[src/design/hsl2rgb_pkg.sv]
// Shared widths, constants and hue helpers for the HSL to RGBA8 converter.
package hsl2rgb_pkg;

    localparam int HUE_W  = 11;  // hue position, 1536 steps per turn
    localparam int FRAC_W = 13;  // fractions with 12 fraction bits
    localparam int CH_W   = 8;   // one output channel
    localparam int K_W    = 9;   // ramp step, 0..256
    localparam int PQ_W   = 28;  // signed p, q and q - p, 24 fraction bits
    localparam int V_W    = 37;  // signed ramp value, 32 fraction bits

    localparam logic [HUE_W-1:0]  HueTurn  = 11'd1536;
    localparam logic [HUE_W-1:0]  HueSixth = 11'd256;
    localparam logic [FRAC_W-1:0] FracOne  = 13'd4096;
    localparam logic [FRAC_W-1:0] FracHalf = 13'd2048;

    // Wrap a sum of a hue and an offset back into one turn.
    function automatic logic [HUE_W-1:0] hue_wrap(input logic [HUE_W:0] t);
        logic [HUE_W:0] w;
        begin
            w = t - {1'b0, HueTurn};
            hue_wrap = (t >= {1'b0, HueTurn}) ? w[HUE_W-1:0] : t[HUE_W-1:0];
        end
    endfunction

    // Number of steps from p toward q at hue position t (0..256).
    function automatic logic [K_W-1:0] hue_step(input logic [HUE_W-1:0] t);
        logic [HUE_W-1:0] fall;
        begin
            fall = (HueSixth << 2) - t;
            if (t < HueSixth) begin
                hue_step = K_W'(t);
            end else if (t < 3 * HueSixth) begin
                hue_step = K_W'(HueSixth);
            end else if (t < (HueSixth << 2)) begin
                hue_step = K_W'(fall);
            end else begin
                hue_step = '0;
            end
        end
    endfunction

endpackage

[src/design/hsl2rgb_chan.sv]
// One color channel: ramp multiply, ramp sum and rounding to eight bits.
module hsl2rgb_chan
    import hsl2rgb_pkg::*;
(
    input  logic                   aclk,
    input  logic                   en,       // pipeline advance
    input  logic signed [PQ_W-1:0] p_in,     // p, 24 fraction bits
    input  logic signed [PQ_W-1:0] d_in,     // q - p, 24 fraction bits
    input  logic [K_W-1:0]         k_in,     // steps along the ramp
    output logic [CH_W-1:0]        chan_out
);

    logic signed [PQ_W+K_W:0] prod_full;
    logic signed [V_W-1:0]    prod_next, prod_reg;
    logic signed [V_W-1:0]    base_next, base_reg;
    logic signed [V_W-1:0]    v_next, v_reg;
    logic [V_W+7:0]           n_scaled;
    logic [V_W+7:0]           n_round;
    logic [V_W-25:0]          r_whole;
    logic [CH_W-1:0]          chan_next, chan_reg;

    // Stage A: (q - p) * k, and 256 * p alongside.
    assign prod_full = d_in * $signed({1'b0, k_in});
    assign prod_next = V_W'(prod_full);
    assign base_next = V_W'(p_in) <<< 8;

    // Stage B: ramp value with 32 fraction bits.
    assign v_next = base_reg + prod_reg;

    // Stage C: scale by 255, round half up, saturate; non-positive gives zero.
    assign n_scaled = {v_reg[V_W-1:0], 8'd0} - {8'd0, v_reg[V_W-1:0]};
    assign n_round  = n_scaled + ((V_W+8)'(1) << 31);
    assign r_whole  = n_round[V_W+7:32];

    always_comb begin
        if (v_reg <= 0) begin
            chan_next = '0;
        end else if (|r_whole[V_W-25:CH_W]) begin
            chan_next = '1;
        end else begin
            chan_next = r_whole[CH_W-1:0];
        end
    end

    always_ff @(posedge aclk) begin
        if (en) begin
            prod_reg <= prod_next;
            base_reg <= base_next;
            v_reg    <= v_next;
            chan_reg <= chan_next;
        end
    end

    assign chan_out = chan_reg;

endmodule

[src/design/hsl_to_rgba8_convert_top.sv]
// Top level of the HSL to RGBA8 pixel converter.
//
//  Channel | Direction | Ports                          | tdata fields, lowest bit first
//  --------+-----------+--------------------------------+------------------------------------
//  input   | in        | s_tvalid, s_tready, s_tdata    | hue[10:0], saturation[23:11],
//          |           |                                | lightness[36:24], alpha_in[49:37]
//  result  | out       | m_tvalid, m_tready, m_tdata    | red[7:0], green[15:8], blue[23:16],
//          |           |                                | alpha_out[31:24]
//
// Five-stage pipeline, one item per cycle while no stall on m_tready holds it. Stage one
// wraps the hue and forms the ramp steps, q and the rounded alpha; stage two forms p and
// q - p; stages three to five run the per-channel ramp multiply, ramp sum and rounding,
// with alpha delayed to match. Reset clears the valid bits only, so the pipeline comes up
// empty. A stall on m_tready freezes every stage at once and s_tready follows it, so no
// item is dropped or repeated.
module hsl_to_rgba8_convert_top
    import hsl2rgb_pkg::*;
(
    input  logic        aclk,
    input  logic        aresetn,

    input  logic        s_tvalid,
    output logic        s_tready,
    input  logic [55:0] s_tdata,   // hue, saturation, lightness, alpha_in, zero fill

    output logic        m_tvalid,
    input  logic        m_tready,
    output logic [31:0] m_tdata    // red, green, blue, alpha_out
);

    localparam int NSTAGE = 5;

    // Unpacked input fields.
    logic [HUE_W-1:0]  hue;
    logic [FRAC_W-1:0] sat;
    logic [FRAC_W-1:0] light;
    logic [FRAC_W-1:0] alpha_in;

    assign hue      = s_tdata[10:0];
    assign sat      = s_tdata[23:11];
    assign light    = s_tdata[36:24];
    assign alpha_in = s_tdata[49:37];

    // The whole pipeline moves together whenever the last stage is empty or being taken.
    logic pipe_en;
    logic [NSTAGE-1:0] vld_reg, vld_next;

    assign pipe_en  = !vld_reg[NSTAGE-1] || m_tready;
    assign s_tready = pipe_en;
    assign vld_next = {vld_reg[NSTAGE-2:0], s_tvalid};

    always_ff @(posedge aclk) begin
        if (!aresetn) begin
            vld_reg <= '0;
        end else if (pipe_en) begin
            vld_reg <= vld_next;
        end
    end

    // Stage one: hue positions for each channel, ramp steps, q and rounded alpha.
    logic [HUE_W-1:0] hue_g, hue_r, hue_b;
    logic [K_W-1:0]   kr_next, kg_next, kb_next;
    logic [K_W-1:0]   kr_reg, kg_reg, kb_reg;

    assign hue_g   = hue_wrap({1'b0, hue});
    assign hue_r   = hue_wrap({1'b0, hue_g} + {1'b0, HueSixth << 1});
    assign hue_b   = hue_wrap({1'b0, hue_g} + {1'b0, HueSixth << 2});
    assign kr_next = hue_step(hue_r);
    assign kg_next = hue_step(hue_g);
    assign kb_next = hue_step(hue_b);

    // q = l*4096 + s*m, where m is l below one half and 4096 - l otherwise.
    logic signed [FRAC_W:0]     mult_m;
    logic signed [2*FRAC_W:0]   sm_prod;
    logic signed [PQ_W-1:0]     q_next, q_reg;
    logic [FRAC_W-1:0]          light_reg;

    assign mult_m  = (light < FracHalf) ? $signed({1'b0, light})
                                        : $signed({1'b0, FracOne}) - $signed({1'b0, light});
    assign sm_prod = $signed({1'b0, sat}) * mult_m;
    assign q_next  = (PQ_W'($signed({1'b0, light})) <<< 12) + PQ_W'(sm_prod);

    // Alpha: round(a*255/4096) half up, saturated to 255.
    logic [FRAC_W+7:0] a_scaled;
    logic [8:0]        a_whole;
    logic [CH_W-1:0]   alpha_next;
    logic [CH_W-1:0]   alpha_pipe_reg [NSTAGE];

    assign a_scaled   = {alpha_in, 8'd0} - {8'd0, alpha_in} + (FRAC_W+8)'(FracHalf);
    assign a_whole    = a_scaled[FRAC_W+7:12];
    assign alpha_next = a_whole[8] ? '1 : a_whole[CH_W-1:0];

    // Stage two: p = 2*l*4096 - q and q - p = 2*q - 2*l*4096.
    logic signed [PQ_W-1:0] l2_scaled;
    logic signed [PQ_W-1:0] p_next, p_reg;
    logic signed [PQ_W-1:0] d_next, d_reg;
    logic [K_W-1:0]         kr2_reg, kg2_reg, kb2_reg;

    assign l2_scaled = PQ_W'($signed({1'b0, light_reg})) <<< 13;
    assign p_next    = l2_scaled - q_reg;
    assign d_next    = (q_reg <<< 1) - l2_scaled;

    always_ff @(posedge aclk) begin
        if (pipe_en) begin
            kr_reg    <= kr_next;
            kg_reg    <= kg_next;
            kb_reg    <= kb_next;
            q_reg     <= q_next;
            light_reg <= light;
            p_reg     <= p_next;
            d_reg     <= d_next;
            kr2_reg   <= kr_reg;
            kg2_reg   <= kg_reg;
            kb2_reg   <= kb_reg;
            alpha_pipe_reg[0] <= alpha_next;
            for (int i = 1; i < NSTAGE; i++) begin
                alpha_pipe_reg[i] <= alpha_pipe_reg[i-1];
            end
        end
    end

    // Stages three to five: one ramp unit per color channel.
    logic [CH_W-1:0] red, green, blue;

    hsl2rgb_chan u_chan_red (
        .aclk     (aclk),
        .en       (pipe_en),
        .p_in     (p_reg),
        .d_in     (d_reg),
        .k_in     (kr2_reg),
        .chan_out (red)
    );

    hsl2rgb_chan u_chan_green (
        .aclk     (aclk),
        .en       (pipe_en),
        .p_in     (p_reg),
        .d_in     (d_reg),
        .k_in     (kg2_reg),
        .chan_out (green)
    );

    hsl2rgb_chan u_chan_blue (
        .aclk     (aclk),
        .en       (pipe_en),
        .p_in     (p_reg),
        .d_in     (d_reg),
        .k_in     (kb2_reg),
        .chan_out (blue)
    );

    assign m_tvalid = vld_reg[NSTAGE-1];
    assign m_tdata  = {alpha_pipe_reg[NSTAGE-1], blue, green, red};

endmodule
[config.mk]
export PLATFORM = sky130hd
export DESIGN_NAME = hsl_to_rgba8_convert_top
export DESIGN_NICKNAME = d
export VERILOG_FILES = /design/src/design/hsl2rgb_pkg.sv /design/src/design/hsl2rgb_chan.sv /design/src/design/hsl_to_rgba8_convert_top.sv
export SDC_FILE = /design/constraint.sdc
export NUM_CORES = 2
export LEC_CHECK = 0
export BUFFER_PORTS_ARGS = -buffer_cell sky130_fd_sc_hd__buf_2
export CAP_MARGIN = 30
export CELL_PAD_IN_SITES_DETAIL_PLACEMENT = 1
export CELL_PAD_IN_SITES_GLOBAL_PLACEMENT = 1
export CORE_ASPECT_RATIO = 0.7
export CORE_MARGIN = 3
export CORE_UTILIZATION = 50
export DETAILED_ROUTE_END_ITERATION = 10
export GPL_TIMING_DRIVEN = 0
export HOLD_SLACK_MARGIN = 0.05
export PLACE_DENSITY = 0.76
export SLEW_MARGIN = 15
export SYNTH_ARGS = -nofsm -noshare
export SYNTH_HDL_FRONTEND = slang
export SYNTH_SLANG_ARGS = --single-unit
export TNS_END_PERCENT = 100
[constraint.sdc]
create_clock -name aclk -period 59.3 [get_ports aclk]
set_clock_uncertainty 0.2 [all_clocks]
set_input_delay 17.79 -clock aclk [delete_from_list [all_inputs] [get_ports aclk]]
set_output_delay 17.79 -clock aclk [all_outputs]
set_load 0.05 [all_outputs]
==> results.yml <==
sta:
  timing.final.hold_violations: 0
  fmax_ghz: 0.0271
  rsz0062_at_grt: "no"
  period_share: 0.622
  final-setup-viol-count: 0
  relSlewSlack: 0.282
  layout_setup_ws_ns: 22.44
  slew_violations: 0
  fin_crit_ns: 36.86
  worstMarginPinSlew_ns: 1.08
  setup_tns_ns: 0
setup_path:
  path_cells: "buf_2 > nand2b_1 > clkbuf_4 > buf_2"
  rr_startpoint: "d_reg[16]"
  reg2reg_slack_ns: 50.77
  critPathMostFrequentCell: "buf_2"
  critPathMaxStageDelay_ns: 0.53
  required_ns: 41.31
  cp_max_fo: 38
  setup.worst_path.start_class: "input pin"
  rr_endpoint: "u_chan_blue.prod_reg[33]"
  crit_slowest_cell: "clkbuf_4"
  r2r_cells: 19
  end_kind: "primary output"
  worstPathArrival_ns: 18.87
  startpoint: "m_tready"
  critPathKind: "input pin to primary output"
min_path:
  min_from: "alpha_pipe_reg[0][16]"
  hold_end: "alpha_pipe_reg[0][24]"
  holdPathStages: 0
  worstHoldPathType: "flip-flop to flip-flop"
detailed_routing:
  wl_met2_microns: 75600
  first_pass_iters: 5
  drtIter0Drc: 3535
  viasPerCell: 5.67
  ant_nets: 0
  dr_wl_met3_microns: 15600
  via_count: 41900
  drc: 0
  drt_wl_total_microns: 176000
  wl_per_cell_microns: 23.8
  top_layer_used: "met5"
  wirelength_met1_microns: 80000
cells_and_area:
  area_delta_synth_final_pct: 7.76
  largest_reg_flops: 40
  nNetsFinal: 7289
  nFillCells: 12600
  drive_gt1_frac: 0.0394
die:
  start_util: 0.509
  die_h_microns: 288
  die_area_sq_um: 118000
  die_x_microns: 409
  num_rows: 102
  ios: 94
  fp.coreArea_sq_um: 112000
cts:
  cts_resized: 0
  root_buffer: "clkbuf_16"
  cts.sinks: 462
  clk_pin_slew_ns: 0.06
  cts_tree: "built"
  h-tree-depth: 2
  cts-buffers-inserted: 50
  cts_setup_buffers: 0
  cts_hold_buf: 0
  clockBufferDepth: 3
  clock_latency_ns: 0.64
synth:
  synthCells: 5672
  yosysSeqAreaShare: 0.243
  synth_edf_count: 457
  yosysTopAreaCellShare: 0.254
  yosysTopAreaCell: "fa_1"
  netlist_area_sq_um: 56900
  synth-main-ff-cell: "edfxtp_1"
  ys_warn_count: 0
  ys_ff_latch: 462
  synthArstFlopShare: 0
  syn_area_per_cell_sq_um: 10.0
  synth_area_leaders: "fa_1, edfxtp_1, ha_1"
  synth.distinct_cells: 78
  syn_nets: 7134
run:
  maxCapViolCount: 0
placed_design:
  port_buffers: 87
  dp_slack_ns: 22.42
  dp_hpwl_microns: 147000
  routabilityCongestion: 0.941
grt:
  grt_max_degree: 64
  antenna_found_initial: 31
  globalRouteOverflowTotal: 0
  grtUsageTotal: 0.303
  grt_pass1_wl_microns: 272000
  grt_pass1_vias: 44800
outcome:
  status: "finished, final reports clean"
==> layout make-up <==
type                    instances  area (sq um)  share of cell area
diodes                          9          22.5            0.000367
plain buffers                 161           638              0.0104
clock buffers                  57          1280              0.0208
clock inverters                36           489             0.00798
inverters                    1012          3800              0.0619
multi-input cells            4037         38700               0.631
flip-flops and latches        462         13800               0.225
well taps                    1508          1890              0.0308
repair buffers                103           719              0.0117
==> logic make-up after synthesis <==
group	share of synthesized area
AO/OA/AOI/OAI	0.0837
XOR/XNOR	0.0451
adder cells (fa/ha/maj)	0.404
buffers and inverters	0.0779
flip-flops	0.243
multiplexers	0.00207
AND/OR/NAND/NOR	0.145
==> stage by stage <==
step / area, sq um / utilization / std cells / hold WS (ns)
2_1_floorplan: 56900 / - / 5672 / 0.200
3_3_place_gp: 59200 / 0.530 / 7267 / 0.201
6_report: 61300 / 0.549 / 7385 / 0.216
5_1_grt: 61300 / 0.548 / 7376 / 0.221
3_5_place_dp: 59500 / 0.532 / 7279 / 0.205
4_1_cts: 61300 / 0.548 / 7372 / 0.211
==> synthesized netlist by cell type, drive strengths merged, types with 7 or more instances <==
cell / count
inv: 1012
fa: 723
ha: 679
and2: 571
nand2: 478
edfxtp: 457
a21oi: 236
xnor2: 207
nor2: 186
o21ai: 158
clkbuf: 153
a21o: 88
xor2: 86
nor2b: 54
nor3: 52
nand3: 51
nand2b: 41
o21a: 40
o21bai: 36
or3: 28
nand4: 26
nor4: 25
a31oi: 21
or2: 20
a211oi: 18
and3: 16
o31a: 16
a21boi: 15
o211ai: 13
a22o: 12
a2111oi: 9
mux2i: 9
o31ai: 9
or4: 9
a221oi: 8
buf: 8
o22ai: 8
and4: 7
==> routing by layer <==
metal,GRT usage,vias to the layer above
met4,0.0749,24
met1,0.445,21400
li1,-,18700
met2,0.461,1480
met5,0,-
met3,0.0612,242
==> worst max-delay path by stage <==
| stage | end | slack (ns) | cells past startpoint |
|---|---|---|---|
| 5_1_grt | s_tready | 22.34 | 4 |
| 2_1_floorplan | s_tready | 10.53 | 2 |
| 6_report | s_tready | 22.44 | 4 |
| 3_5_place_dp | s_tready | 22.42 | 4 |
| 4_1_cts | s_tready | 22.41 | 4 |
| 3_3_place_gp | s_tready | 3.90 | 4 |
==> cell usage in the layout, fill, tap and decap left out, types with 24 or more instances in the layout <==
master	Yosys	layout
a21o_1	88	88
a21oi_1	233	233
and2_1	571	571
buf_2	0	87
clkbuf_1	153	159
clkbuf_16	0	50
edfxtp_1	457	457
fa_1	723	723
ha_1	679	679
inv_1	1012	1012
nand2_1	478	478
nand2b_1	41	41
nand3_1	50	50
nand4_1	26	26
nor2_1	186	186
nor2b_1	54	54
nor3_1	52	52
nor4_1	24	24
o21a_1	40	40
o21ai_0	152	152
o21bai_1	36	36
or3_1	28	28
xnor2_1	207	207
xor2_1	86	86
==> worst max-delay path: cells and delay by family <==
family        cells  cell delay [ns]
buf+inv           3             0.98
simple gates      1             0.09
Power is left out: the tool's default activity adds up to more than one toggle a clock period on the data nets, which glitch-free logic cannot reach.
